[config.mk]
export PLATFORM = sky130hd
export DESIGN_NAME = deque_with_positional_removal
export DESIGN_NICKNAME = d
export VERILOG_FILES = /design/src/rtl/core/dwpr_pkg.sv /design/src/rtl/core/dwpr_cell.sv /design/src/rtl/core/dwpr_reducer.sv /design/src/rtl/core/deque_with_positional_removal.sv
export SDC_FILE = /design/constraint.sdc
export NUM_CORES = 2
export LEC_CHECK = 0
export BUFFER_PORTS_ARGS = -buffer_cell sky130_fd_sc_hd__buf_2
export CORE_MARGIN = 5
export CORE_UTILIZATION = 60
export DETAILED_ROUTE_END_ITERATION = 7
export GPL_ROUTABILITY_DRIVEN = 1
export GPL_TIMING_DRIVEN = 1
export PLACE_DENSITY = 0.88
export SLEW_MARGIN = 20
export SYNTH_ARGS = -nofsm -noshare
export SYNTH_HDL_FRONTEND = slang
export SYNTH_SLANG_ARGS = --single-unit
export TNS_END_PERCENT = 30
[constraint.sdc]
create_clock -name i_clk -period 5.1 [get_ports i_clk]
set_input_delay 0.51 -clock i_clk [delete_from_list [all_inputs] [get_ports i_clk]]
set_output_delay 0.51 -clock i_clk [all_outputs]
set_load 0.05 [all_outputs]
[src/rtl/core/dwpr_pkg.sv]
// Shared codes, widths and types of the deque block.
package dwpr_pkg;

    localparam int DEF_LINE_DEPTH = 32;
    localparam int DEF_TAG_WIDTH  = 16;

    localparam int MODE_W   = 3;
    localparam int ENTRY_W  = 16;
    localparam int POS_W    = 5;
    localparam int STATUS_W = 2;
    localparam int COUNT_W  = 6;

    // wide enough for a cell index at the deepest allowed line
    localparam int CMD_IDX_W = 10;

    localparam logic [MODE_W-1:0] MODE_PUSH_BACK  = 3'd0;
    localparam logic [MODE_W-1:0] MODE_PUSH_FRONT = 3'd1;
    localparam logic [MODE_W-1:0] MODE_POP_FRONT  = 3'd2;
    localparam logic [MODE_W-1:0] MODE_POP_BACK   = 3'd3;
    localparam logic [MODE_W-1:0] MODE_REMOVE     = 3'd4;
    localparam logic [MODE_W-1:0] MODE_READ       = 3'd5;

    localparam logic [STATUS_W-1:0] ST_OK   = 2'd0;
    localparam logic [STATUS_W-1:0] ST_NONE = 2'd1;
    localparam logic [STATUS_W-1:0] ST_FULL = 2'd2;

    localparam logic [1:0] ACT_HOLD    = 2'd0;
    localparam logic [1:0] ACT_LOAD_AT = 2'd1;
    localparam logic [1:0] ACT_INSERT  = 2'd2;
    localparam logic [1:0] ACT_CLOSE   = 2'd3;

    typedef struct packed {
        logic [1:0]           act;
        logic                 sel_en;
        logic [CMD_IDX_W-1:0] idx;
    } t_cell_cmd;

endpackage

[src/rtl/core/dwpr_cell.sv]
// One slot of the entry chain: hold, load, or take a neighbor's word.
module dwpr_cell #(
    parameter int TAG_WIDTH = 16,
    parameter int INDEX     = 0
) (
    input  logic                  i_clk,
    input  dwpr_pkg::t_cell_cmd   i_cmd,
    input  logic [TAG_WIDTH-1:0]  i_tag,
    input  logic [TAG_WIDTH-1:0]  i_prev,
    input  logic [TAG_WIDTH-1:0]  i_next,
    output logic [TAG_WIDTH-1:0]  o_value,
    output logic [TAG_WIDTH-1:0]  o_tap
);
    import dwpr_pkg::*;

    localparam logic [CMD_IDX_W-1:0] MY_IDX = CMD_IDX_W'(INDEX);

    logic [TAG_WIDTH-1:0] r_value;
    logic [TAG_WIDTH-1:0] n_value;

    always_comb begin
        n_value = r_value;
        unique case (i_cmd.act)
            ACT_LOAD_AT: begin
                if (i_cmd.idx == MY_IDX) n_value = i_tag;
            end
            ACT_INSERT: begin
                n_value = (INDEX == 0) ? i_tag : i_prev;
            end
            ACT_CLOSE: begin
                // close the gap: everything at or behind the hole moves up
                if (MY_IDX >= i_cmd.idx) n_value = i_next;
            end
            default: begin
                n_value = r_value;
            end
        endcase
    end

    always_ff @(posedge i_clk) begin
        r_value <= n_value;
    end

    assign o_value = r_value;
    assign o_tap   = (i_cmd.sel_en && (i_cmd.idx == MY_IDX)) ? r_value : '0;

endmodule

[src/rtl/core/dwpr_reducer.sv]
// Registered OR reduction of the cell taps, halving once per cycle.
module dwpr_reducer #(
    parameter int N = 32,
    parameter int W = 16
) (
    input  logic         i_clk,
    input  logic         i_load,
    input  logic [W-1:0] i_leaf [N],
    output logic [W-1:0] o_result
);
    logic [W-1:0] r_node [N];

    // after k steps node i covers leaves [i*2^k, (i+1)*2^k)
    for (genvar i = 0; i < N; i++) begin : g_node
        localparam int LI = 2 * i;
        localparam int RI = 2 * i + 1;
        logic [W-1:0] n_node;

        if (RI < N) begin : g_two
            assign n_node = r_node[LI] | r_node[RI];
        end else if (LI < N) begin : g_one
            assign n_node = r_node[LI];
        end else begin : g_none
            assign n_node = '0;
        end

        always_ff @(posedge i_clk) begin
            r_node[i] <= i_load ? i_leaf[i] : n_node;
        end
    end

    assign o_result = r_node[0];

endmodule

[src/rtl/core/deque_with_positional_removal.sv]
// Top level of the bounded deque with removal and read at a position.
// One operation is taken at a time and gives one result word. The entry
// read or removed comes out of the shared registered OR-reduction over
// the cells, which halves its span once per cycle; the entry chain then
// applies the operation, and the new back entry comes out of a second
// pass of the same reduction. The result sits in an output register, so
// the next item is taken while a result still waits. Pushes onto a full
// line are dropped with status full; pops, removes and reads that find
// nothing give status none and a zero entry; modes 6 and 7 change nothing.
module deque_with_positional_removal #(
    parameter int LINE_DEPTH = dwpr_pkg::DEF_LINE_DEPTH,
    parameter int TAG_WIDTH  = dwpr_pkg::DEF_TAG_WIDTH
) (
    input  logic                           i_clk,
    input  logic                           i_rst_n,
    input  logic                           i_in_valid,
    output logic                           o_in_stall,
    input  logic [dwpr_pkg::MODE_W-1:0]    i_mode,
    input  logic [dwpr_pkg::ENTRY_W-1:0]   i_entry_value,
    input  logic [dwpr_pkg::POS_W-1:0]     i_position,
    output logic                           o_out_valid,
    input  logic                           i_out_stall,
    output logic [dwpr_pkg::ENTRY_W-1:0]   o_entry_out,
    output logic [dwpr_pkg::STATUS_W-1:0]  o_status,
    output logic [dwpr_pkg::COUNT_W-1:0]   o_count,
    output logic [dwpr_pkg::ENTRY_W-1:0]   o_front_value,
    output logic [dwpr_pkg::ENTRY_W-1:0]   o_back_value
);
    import dwpr_pkg::*;

    localparam int CW   = $clog2(LINE_DEPTH + 1);
    localparam int LOG  = $clog2(LINE_DEPTH);
    localparam int SW   = $clog2(LOG + 1);
    localparam int CMPW = (CW > POS_W) ? CW : POS_W;

    localparam logic [2:0] S_IDLE  = 3'd0;
    localparam logic [2:0] S_LOADG = 3'd1;
    localparam logic [2:0] S_REDG  = 3'd2;
    localparam logic [2:0] S_APPLY = 3'd3;
    localparam logic [2:0] S_LOADB = 3'd4;
    localparam logic [2:0] S_REDB  = 3'd5;
    localparam logic [2:0] S_DONE  = 3'd6;

    logic [2:0]           r_state;
    logic [MODE_W-1:0]    r_mode;
    logic [TAG_WIDTH-1:0] r_tag;
    logic [POS_W-1:0]     r_pos;
    logic [CW-1:0]        r_count;
    logic [SW-1:0]        r_step;
    logic [TAG_WIDTH-1:0] r_got;
    logic [STATUS_W-1:0]  r_status;

    logic                 r_out_valid;
    logic [ENTRY_W-1:0]   r_entry_out;
    logic [STATUS_W-1:0]  r_status_out;
    logic [COUNT_W-1:0]   r_count_out;
    logic [ENTRY_W-1:0]   r_front;
    logic [ENTRY_W-1:0]   r_back;

    logic                 w_accept;
    logic                 w_out_free;
    logic                 w_full;
    logic                 w_empty;
    logic                 w_pos_out;
    logic [STATUS_W-1:0]  w_status;
    logic                 w_takes;
    logic [1:0]           w_act;
    logic [CMD_IDX_W-1:0] w_idx;
    logic [CW-1:0]        w_count_next;
    t_cell_cmd            w_cmd;

    logic [TAG_WIDTH-1:0] w_value [LINE_DEPTH];
    logic [TAG_WIDTH-1:0] w_tap   [LINE_DEPTH];
    logic [TAG_WIDTH-1:0] w_red;

    assign w_accept   = i_in_valid && !o_in_stall;
    assign w_out_free = !r_out_valid || !i_out_stall;
    assign o_in_stall = (r_state != S_IDLE);

    assign w_full    = (r_count == CW'(LINE_DEPTH));
    assign w_empty   = (r_count == '0);
    assign w_pos_out = (CMPW'(r_pos) >= CMPW'(r_count));

    // decode the held operation against the count before it is applied
    always_comb begin
        w_status     = ST_OK;
        w_takes      = 1'b0;
        w_act        = ACT_HOLD;
        w_idx        = '0;
        w_count_next = r_count;
        unique case (r_mode) inside
            MODE_PUSH_BACK: begin
                w_status = w_full ? ST_FULL : ST_OK;
                w_act    = ACT_LOAD_AT;
                w_idx    = CMD_IDX_W'(r_count);
                if (!w_full) w_count_next = r_count + 1'b1;
            end
            MODE_PUSH_FRONT: begin
                w_status = w_full ? ST_FULL : ST_OK;
                w_act    = ACT_INSERT;
                if (!w_full) w_count_next = r_count + 1'b1;
            end
            MODE_POP_FRONT, MODE_POP_BACK: begin
                w_status = w_empty ? ST_NONE : ST_OK;
                w_takes  = !w_empty;
                w_act    = (r_mode == MODE_POP_FRONT) ? ACT_CLOSE : ACT_HOLD;
                w_idx    = (r_mode == MODE_POP_FRONT) ? '0
                                                      : CMD_IDX_W'(r_count - 1'b1);
                if (!w_empty) w_count_next = r_count - 1'b1;
            end
            MODE_REMOVE, MODE_READ: begin
                w_status = w_pos_out ? ST_NONE : ST_OK;
                w_takes  = !w_pos_out;
                w_act    = (r_mode == MODE_REMOVE) ? ACT_CLOSE : ACT_HOLD;
                w_idx    = CMD_IDX_W'(r_pos);
                if (!w_pos_out && (r_mode == MODE_REMOVE)) w_count_next = r_count - 1'b1;
            end
            default: begin
                w_status = ST_OK;
            end
        endcase
    end

    always_comb begin
        w_cmd.act    = ACT_HOLD;
        w_cmd.sel_en = 1'b0;
        w_cmd.idx    = '0;
        unique case (r_state)
            S_LOADG: begin
                w_cmd.sel_en = 1'b1;
                w_cmd.idx    = w_idx;
            end
            S_APPLY: begin
                if (w_status == ST_OK) w_cmd.act = w_act;
                w_cmd.idx = w_idx;
            end
            S_LOADB: begin
                w_cmd.sel_en = 1'b1;
                w_cmd.idx    = CMD_IDX_W'(r_count - 1'b1);
            end
            default: begin
                w_cmd.act = ACT_HOLD;
            end
        endcase
    end

    for (genvar j = 0; j < LINE_DEPTH; j++) begin : g_cell
        logic [TAG_WIDTH-1:0] w_prev;
        logic [TAG_WIDTH-1:0] w_next;

        if (j == 0) begin : g_first
            assign w_prev = '0;
        end else begin : g_mid
            assign w_prev = w_value[j-1];
        end
        if (j == LINE_DEPTH - 1) begin : g_last
            assign w_next = '0;
        end else begin : g_body
            assign w_next = w_value[j+1];
        end

        dwpr_cell #(
            .TAG_WIDTH (TAG_WIDTH),
            .INDEX     (j)
        ) u_cell (
            .i_clk   (i_clk),
            .i_cmd   (w_cmd),
            .i_tag   (r_tag),
            .i_prev  (w_prev),
            .i_next  (w_next),
            .o_value (w_value[j]),
            .o_tap   (w_tap[j])
        );
    end

    dwpr_reducer #(
        .N (LINE_DEPTH),
        .W (TAG_WIDTH)
    ) u_reducer (
        .i_clk    (i_clk),
        .i_load   ((r_state == S_LOADG) || (r_state == S_LOADB)),
        .i_leaf   (w_tap),
        .o_result (w_red)
    );

    always_ff @(posedge i_clk) begin
        if (!i_rst_n) begin
            r_state     <= S_IDLE;
            r_count     <= '0;
            r_out_valid <= 1'b0;
        end else begin
            if ((r_state == S_DONE) && w_out_free) begin
                r_out_valid <= 1'b1;
            end else if (r_out_valid && !i_out_stall) begin
                r_out_valid <= 1'b0;
            end
            unique case (r_state)
                S_IDLE: begin
                    if (w_accept) r_state <= S_LOADG;
                end
                S_LOADG: begin
                    r_state <= S_REDG;
                end
                S_REDG: begin
                    if (r_step == SW'(LOG - 1)) r_state <= S_APPLY;
                end
                S_APPLY: begin
                    r_count <= w_count_next;
                    r_state <= S_LOADB;
                end
                S_LOADB: begin
                    r_state <= S_REDB;
                end
                S_REDB: begin
                    if (r_step == SW'(LOG - 1)) r_state <= S_DONE;
                end
                S_DONE: begin
                    // hold until the output register frees up
                    if (w_out_free) r_state <= S_IDLE;
                end
                default: begin
                    r_state <= S_IDLE;
                end
            endcase
        end
    end

    always_ff @(posedge i_clk) begin
        if (w_accept) begin
            r_mode <= i_mode;
            r_tag  <= TAG_WIDTH'(i_entry_value);
            r_pos  <= i_position;
        end
        if ((r_state == S_LOADG) || (r_state == S_LOADB)) begin
            r_step <= '0;
        end else begin
            r_step <= r_step + 1'b1;
        end
        if (r_state == S_APPLY) begin
            r_status <= w_status;
            r_got    <= w_takes ? w_red : '0;
        end
        if ((r_state == S_DONE) && w_out_free) begin
            r_entry_out  <= ENTRY_W'(r_got);
            r_status_out <= r_status;
            r_count_out  <= COUNT_W'(r_count);
            r_front      <= w_empty ? '0 : ENTRY_W'(w_value[0]);
            r_back       <= w_empty ? '0 : ENTRY_W'(w_red);
        end
    end

    assign o_out_valid   = r_out_valid;
    assign o_entry_out   = r_entry_out;
    assign o_status      = r_status_out;
    assign o_count       = r_count_out;
    assign o_front_value = r_front;
    assign o_back_value  = r_back;

endmodule

== After elaboration in Yosys (flattened, before gate mapping) ==
Memories as Yosys holds them, arrays and structs flattened.
Index checks and enable logic that the tools add are counted.

* Register bits: 623
* Bits in writable memories: 512
* Output and inout port bits: 58
* Memories kept: 1

* $add $sub $neg: 4
* Magnitude comparators: 33
* Equality and inequality tests: 118
* Muxes and demuxes: 185
* Bitwise operators: 16
* Reduce and logical (&&, ||, !) cells: 91

{| class="wikitable"
|+ Memories
! memory !! words !! bits a word !! read ports !! clocked after Yosys merged registers in !! write ports !! line !! source
|-
| u_reducer.r_node || 32 || 16 || 32 || 0 || 32 || dwpr_reducer.sv:11 || <nowiki>logic [W-1:0] r_node [N];</nowiki>
|}

{| class="wikitable"
|+ Operator list
! operator !! number
|-
| 16-bit two-way mux || 128
|-
| 16-bit one-hot mux with 3 select lines || 32
|-
| 16-bit bitwise OR || 16
|-
| 10-bit by 5-bit == test with 1-bit output, second input constant || 16
|-
| 5-bit by 10-bit greater-or-equal comparator with 1-bit output, first input constant || 16
|-
| 2-bit by 1-bit inequality test with 1-bit output, second input constant || 64
|-
| 3-bit AND reduction || 32
|-
| 10-bit by 4-bit == test with 1-bit output, second input constant || 8
|-
| 4-bit by 10-bit greater-or-equal comparator with 1-bit output, first input constant || 8
|-
| 10-bit by 3-bit == test with 1-bit output, second input constant || 4
|-
| 3-bit by 10-bit greater-or-equal comparator with 1-bit output, first input constant || 4
|-
| 1-bit logical AND || 36
|-
| 10-bit one-hot mux with 3 select lines || 1
|-
| 3-bit one-hot mux with 7 select lines || 1
|-
| 10-bit by 2-bit == test with 1-bit output, second input constant || 2
|-
| 1-bit by 10-bit greater-or-equal comparator with 1-bit output, first input constant || 2
|-
| 2-bit by 10-bit greater-or-equal comparator with 1-bit output, first input constant || 2
|-
| 10-bit one-hot mux with 2 select lines || 1
|-
| 3-bit == test, second input constant || 6
|-
| 6-bit two-way mux || 3
|-
| 6-bit one-hot mux with 3 select lines || 1
|-
| 2-bit inequality test, second input constant || 7
|-
| 3-bit by 2-bit == test with 1-bit output, second input constant || 4
|-
| 3-bit two-way mux || 4
|-
| other kinds (27) || 49
|}

== Logic depth before layout (Yosys ltp) ==
* Depth after elaboration: 9
* Depth in mapped cells: 12
* Gate-level depth less buffers: 10

== Cells and area by module ==
From an unflattened synthesis, not the netlist that was laid out.

* Cells, all modules: 5143
* Area total of the unflattened synthesis: 53405.0 sq um

{| class="wikitable"
|+ Modules (own cells, without submodules)
! module !! times used !! cells each !! area an instance (sq um) !! sequential area each (sq um)
|-
| dwpr_reducer || 1 || 1637 || 15850.2 || 10249.8
|-
| deque_with_positional_removal || 1 || 310 || 4495.6 || 3203.1
|-
| dwpr_cell (g_cell[24].u_cell ...) || 2 || 113 || 1094.8 || 480.5
|-
| dwpr_cell (g_cell[11].u_cell ...) || 2 || 96 || 1011.0 || 480.5
|-
| dwpr_cell (g_cell[3].u_cell ...) || 2 || 94 || 997.2 || 480.5
|-
| dwpr_cell (g_cell[26].u_cell) || 1 || 115 || 1124.8 || 480.5
|-
| dwpr_cell (g_cell[21].u_cell) || 1 || 115 || 1112.3 || 480.5
|-
| dwpr_cell (g_cell[20].u_cell) || 1 || 114 || 1111.1 || 480.5
|-
| dwpr_cell (g_cell[18].u_cell) || 1 || 114 || 1104.8 || 480.5
|-
| dwpr_cell (g_cell[23].u_cell) || 1 || 114 || 1098.6 || 480.5
|-
| dwpr_cell (g_cell[25].u_cell) || 1 || 115 || 1098.6 || 480.5
|-
| dwpr_cell (g_cell[29].u_cell) || 1 || 99 || 1031.0 || 480.5
|-
| dwpr_cell (g_cell[16].u_cell) || 1 || 100 || 1028.5 || 480.5
|-
| dwpr_cell (g_cell[4].u_cell) || 1 || 97 || 1027.2 || 480.5
|-
| 17 more rows || n/a || n/a || n/a || n/a
|}

== Least setup slack after synthesis ==
Ideal clock, no wire load.

* Path type: register to register
* From: register r_count[0]
* To: register g_cell[1].u_cell.r_value[0] (enable)
* Library setup time: 0.430 ns
* Arrival: 3.921 ns
* Path slack: 0.749 ns
* Cell stages (with the launch flop): 12
* Buffers on the path: 3
* Clock period less this slack: 4.351 ns
* Cell sequence: dfxtp_1 > inv_1 > ha_1 > nor4b_2 > a2111oi_0 > o31ai_1 > a21oi_1 > buf_2 > buf_2 > buf_2 > a21oi_1 > nor4_1

* Cells in the longest elaborated chain, start to end: 9

{| class="wikitable"
|+ Ends and longest elaborated chain
! what !! line !! source
|-
| start: declaration || deque_with_positional_removal.sv:48 || <nowiki>logic [CW-1:0] r_count;</nowiki>
|-
| start signal: assignment || deque_with_positional_removal.sv:208 || <nowiki>r_count <= w_count_next;</nowiki>
|-
| branches (longest 8 deep; another with 1-bit by 10-bit greater-or-equal comparator with 1-bit output) || n/a ||
|-
| 3-bit AND reduction (no line) * || n/a ||
|-
| end signal: assignment || dwpr_cell.sv:41 || <nowiki>r_value <= n_value;</nowiki>
|-
| end: declaration || dwpr_cell.sv:18 || <nowiki>logic [TAG_WIDTH-1:0] r_value;</nowiki>
|}

Mark *: on every way between the ends.
A chain may end at the register's enable or synchronous reset.

== Worst setup path after layout ==
* From: register r_count[0]
* To: register g_cell[19].u_cell.r_value[11], data pin

* Cells in the longest elaborated chain, start to end: 8

{| class="wikitable"
|+ Ends and longest elaborated chain
! what !! line !! source
|-
| 5-bit by 6-bit greater-or-equal comparator with 1-bit output (tied with other cells) || deque_with_positional_removal.sv:82 || <nowiki>assign w_pos_out = (CMPW'(r_pos) >= CMPW'(r_count));</nowiki>
|-
| 1-bit two-way mux (tied with other cells) || deque_with_positional_removal.sv:112 || <nowiki>w_status = w_pos_out ? ST_NONE : ST_OK;</nowiki>
|-
| 2-bit one-hot mux with 3 select lines * || deque_with_positional_removal.sv:91 || <nowiki>unique case (r_mode) inside</nowiki>
|-
| 2-bit zero test * || deque_with_positional_removal.sv:134 || <nowiki>if (w_status == ST_OK) w_cmd.act = w_act;</nowiki>
|-
| 2-bit two-way mux * || deque_with_positional_removal.sv:134 ||
|-
| 2-bit two-way mux * || deque_with_positional_removal.sv:128 || <nowiki>unique case (r_state)</nowiki>
|-
| 2-bit == test or 2-bit by 1-bit == test with 1-bit output (tied branches) || dwpr_cell.sv:23 || <nowiki>unique case (i_cmd.act)</nowiki>
|-
| 16-bit one-hot mux with 3 select lines * || dwpr_cell.sv:23 ||
|-
| named net g_cell[19].u_cell.n_value[11] || dwpr_cell.sv:19 || <nowiki>logic [TAG_WIDTH-1:0] n_value;</nowiki>
|-
| end signal: assignment || dwpr_cell.sv:41 ||
|-
| end: declaration || dwpr_cell.sv:18 ||
|}

Mark *: on every way through the listed nets, which the timed path passes. The rest lies on a longest branch.

==> results.json <==
{
  "io_buffers": 85,
  "fin_cells": 4187,
  "htree_num_levels": 3,
  "core_area_um2": 70000,
  "cp-end-kind": "register",
  "cp.depth": 10,
  "utilization": 0.679,
  "hold_path.class": "in2reg",
  "grt_start_max_net_pins": 212,
  "ys_warn_count": 0,
  "die_w_um": 276,
  "fin_crit_ns": 4.23,
  "r2r_slack_ns": 0.87,
  "fp.dieH_um": 276,
  "drt_iter0_drc": 5085,
  "ys_ff_latch": 1135,
  "yosysMostFrequentCell": "edfxtp_1",
  "critical_path_class": "reg2reg",
  "firstDrtPassIters": 7,
  "drive_above_1_share": 0.129,
  "slew_headroom": 0.0661,
  "cts_tree": "done",
  "grt_setup_unrepaired": "false",
  "cts-buffers-inserted": 104,
  "maxCapViolCount": 0,
  "fin_crit_sh": 0.830,
  "wl_per_cell_um": 27.1,
  "post_cts_resized": 0,
  "syn_to_final_growth_pct": 12.2,
  "worstMarginPinSlew_ns": 1.40,
  "grt_pass1_wl_um": 171000,
  "syn_inst": 3116,
  "run_status": "complete, no violations",
  "required_ns": 5.62,
  "dpl.hpwl_um": 68600,
  "yosysUniqueCellTypes": 66,
  "synthTopCellsByCount": "610 x edfxtp_1, 525 x dfxtp_1, 480 x a221o_1, 310 x and2_1, 246 x nor2_1",
  "dp.cells": 3977,
  "synthFlopType": "edfxtp_1",
  "yosysTopAreaCellShare": 0.432,
  "worstPathMaxFanout": 125,
  "startpoint_type": "register",
  "initial_utilization": 0.605,
  "cts.sinks": 1135,
  "worst_hold_slack_ns": 0.0253,
  "syn_avg_cell_area_um2": 13.6,
  "root_buffer": "clkbuf_16",
  "critPathTopFamily": "compound AO/OA/AOI/OAI gates",
  "layout.nets": 3197,
  "drt-vias-per-instance": 6.95,
  "slew_violations": 0,
  "io_pins": 86,
  "crit_chain": "inv_1, ha_1, nor4b_2, a2111oi_0, o31ai_1, a21oi_4, buf_4, and2_4, buf_12, a221o_1",
  "cellLeakagePower_nw": 16.9,
  "final_hold_viol_count": 0,
  "fin_skew_ns": 0.0441,
  "clk_path_buf_depth": 3,
  "drc": 0,
  "setup_violations": 0,
  "ys_top_cells_by_area": "edfxtp_1 43%, dfxtp_1 25%, a221o_1 11%, and2_1 4.6%, o2bb2ai_1 4.3%",
  "rr_startpoint": "r_count[0]",
  "hold_depth": 1,
  "synth-edff-count": 610,
  "min_from": "i_entry_value[3]",
  "path_buf_inv": 3,
  "antenna_found_initial": 2,
  "syn_area_um2": 42400,
  "route.vias.total": 29100,
  "drt-total-wl_um": 114000,
  "grt_usage": 0.291,
  "n_fill_cell": 4306,
  "worstRegToRegCells": 10,
  "seq_area_frac_synth": 0.680,
  "synth_largest_area_cell": "edfxtp_1",
  "fp-row-count": 97,
  "power_density_nw_per_um2": 407,
  "arrival_ns": 4.75,
  "reg2reg_to": "g_cell[19].u_cell.o_value[11]",
  "min_to": "r_tag[3]",
  "clk_pin_slew_ns": 0.06,
  "grt_pass1_vias": 28300,
  "gr-total-overflow": 0,
  "insertion_delay_ns": 0.69,
  "gp_congestion": 0.930,
  "die_area_um2": 76000,
  "async_flop_share": 0,
  "cpPeakStageDelay_ns": 0.61,
  "max_freq_mhz": 236,
  "finalSetupTns_ns": 0,
  "slowest_stage": "dfxtp_1",
  "place_area_um2": 43700,
  "ant_nets": 0,
  "design_area_um2": 47500,
  "syn-num-nets": 3157,
  "vdd.ir_drop.worst_mv": 0.360
}
-- flip-flops by register name, indices dropped and copies added, names as in the netlist, 3 cells and up --
name / count
o_entry_out: 16
r_pos: 5
o_count: 6
r_got: 16
o_back_value: 16
g_cell.u_cell.o_value: 512
r_state: 3
r_tag: 16
r_count: 6
o_front_value: 16
r_step: 3
u_reducer.r_node: 512
r_mode: 3
-- placed cells by master, fill, tap and decap left out, types with 13 or more instances in the layout --
| master | instances |
|---|---|
| a21o_1 | 21 |
| a21oi_1 | 28 |
| a221o_1 | 480 |
| and2_1 | 309 |
| buf_2 | 85 |
| buf_4 | 74 |
| clkbuf_1 | 24 |
| clkbuf_16 | 112 |
| clkbuf_8 | 17 |
| clkinv_2 | 17 |
| dfxtp_1 | 525 |
| edfxtp_1 | 610 |
| inv_1 | 17 |
| nand2_1 | 160 |
| nor2_1 | 245 |
| nor2_2 | 15 |
| nor2b_2 | 16 |
| o21ai_0 | 60 |
| o21ai_1 | 14 |
| o2bb2ai_1 | 210 |
| or3_1 | 13 |
-- routing by layer --
| layer | up-vias | track usage | routed length [µm] | part of all wire |
|---|---|---|---|---|
| met5 | - | 0 | 13 | 0.00011 |
| li1 | 12100 | - | - | - |
| met1 | 14200 | 0.392 | 42100 | 0.37 |
| met4 | 2 | 0.103 | 3650 | 0.032 |
| met3 | 323 | 0.0866 | 15500 | 0.14 |
| met2 | 2427 | 0.454 | 52300 | 0.46 |
-- where the power goes --
part | total, mW | switching (mW) | internal, mW
Sequential | 9.98 | 0.125 | 9.86
Combinational | 1.17 | 0.713 | 0.459
Clock | 8.19 | 3.50 | 4.69
-- worst reg2reg max path: cells and delay by family, from the launching register on --
| family | cells | cell delay [ns] |
|---|---|---|
| AOI/OAI and AO/OA | 4 | 1.32 |
| adders and majority gates | 1 | 0.28 |
| buffers and inverters | 3 | 1.06 |
| DFF | 1 | 0.61 |
| and+or+nand+nor | 2 | 0.82 |
-- cell families after synthesis --
kind of cell | synth area share
adder cells (fa/ha/maj) | 0.00402
XOR/XNOR | 0.00227
buffers and inverters | 0.0277
multiplexers | 0.000709
AND/OR/NAND/NOR | 0.103
AO/OA/AOI/OAI | 0.182
flip-flops | 0.680
-- per-stage QoR --
stage / worst slack (ns) / power [mW]
after floorplan: 0.749 / 10.9
after global placement: 1.39 / 11.2
after detailed placement: 1.25 / 11.3
after CTS: 1.03 / 19.3
after global routing: 0.791 / 19.8
final: 0.868 / 19.3
-- worst max-delay path by stage --
stage / slack [ns] / from / to
after detailed placement: 1.25 / r_count[0] / g_cell[4].u_cell.o_value[13]
after floorplan: 0.75 / r_count[0] / g_cell[1].u_cell.o_value[0]
after global placement: 1.39 / r_count[0] / g_cell[0].u_cell.o_value[9]
final: 0.87 / r_count[0] / g_cell[19].u_cell.o_value[11]
after CTS: 1.03 / r_count[0] / g_cell[2].u_cell.o_value[13]
after global routing: 0.79 / r_count[0] / g_cell[2].u_cell.o_value[13]
-- final cells by class --
| cell class | count | area (µm²) | share of cell area |
|---|---|---|---|
| flip-flops and latches | 1135 | 28800 | 0.607 |
| multi-input cells | 1716 | 12500 | 0.263 |
| clock buffers | 152 | 3110 | 0.0655 |
| repair buffers | 181 | 1290 | 0.0272 |
| well taps | 940 | 1180 | 0.0247 |
| clock inverters | 44 | 537 | 0.0113 |
| inverters | 18 | 67.6 | 0.00142 |
| diodes | 1 | 2.50 | 0.0000526 |
-- what timing repair did --
action,CTS,global route
hold buffers,12,0
buffers inserted,0,0
endpoints found under the hold margin,12,0
No activity file was read; power rests on OpenSTA's default activity.
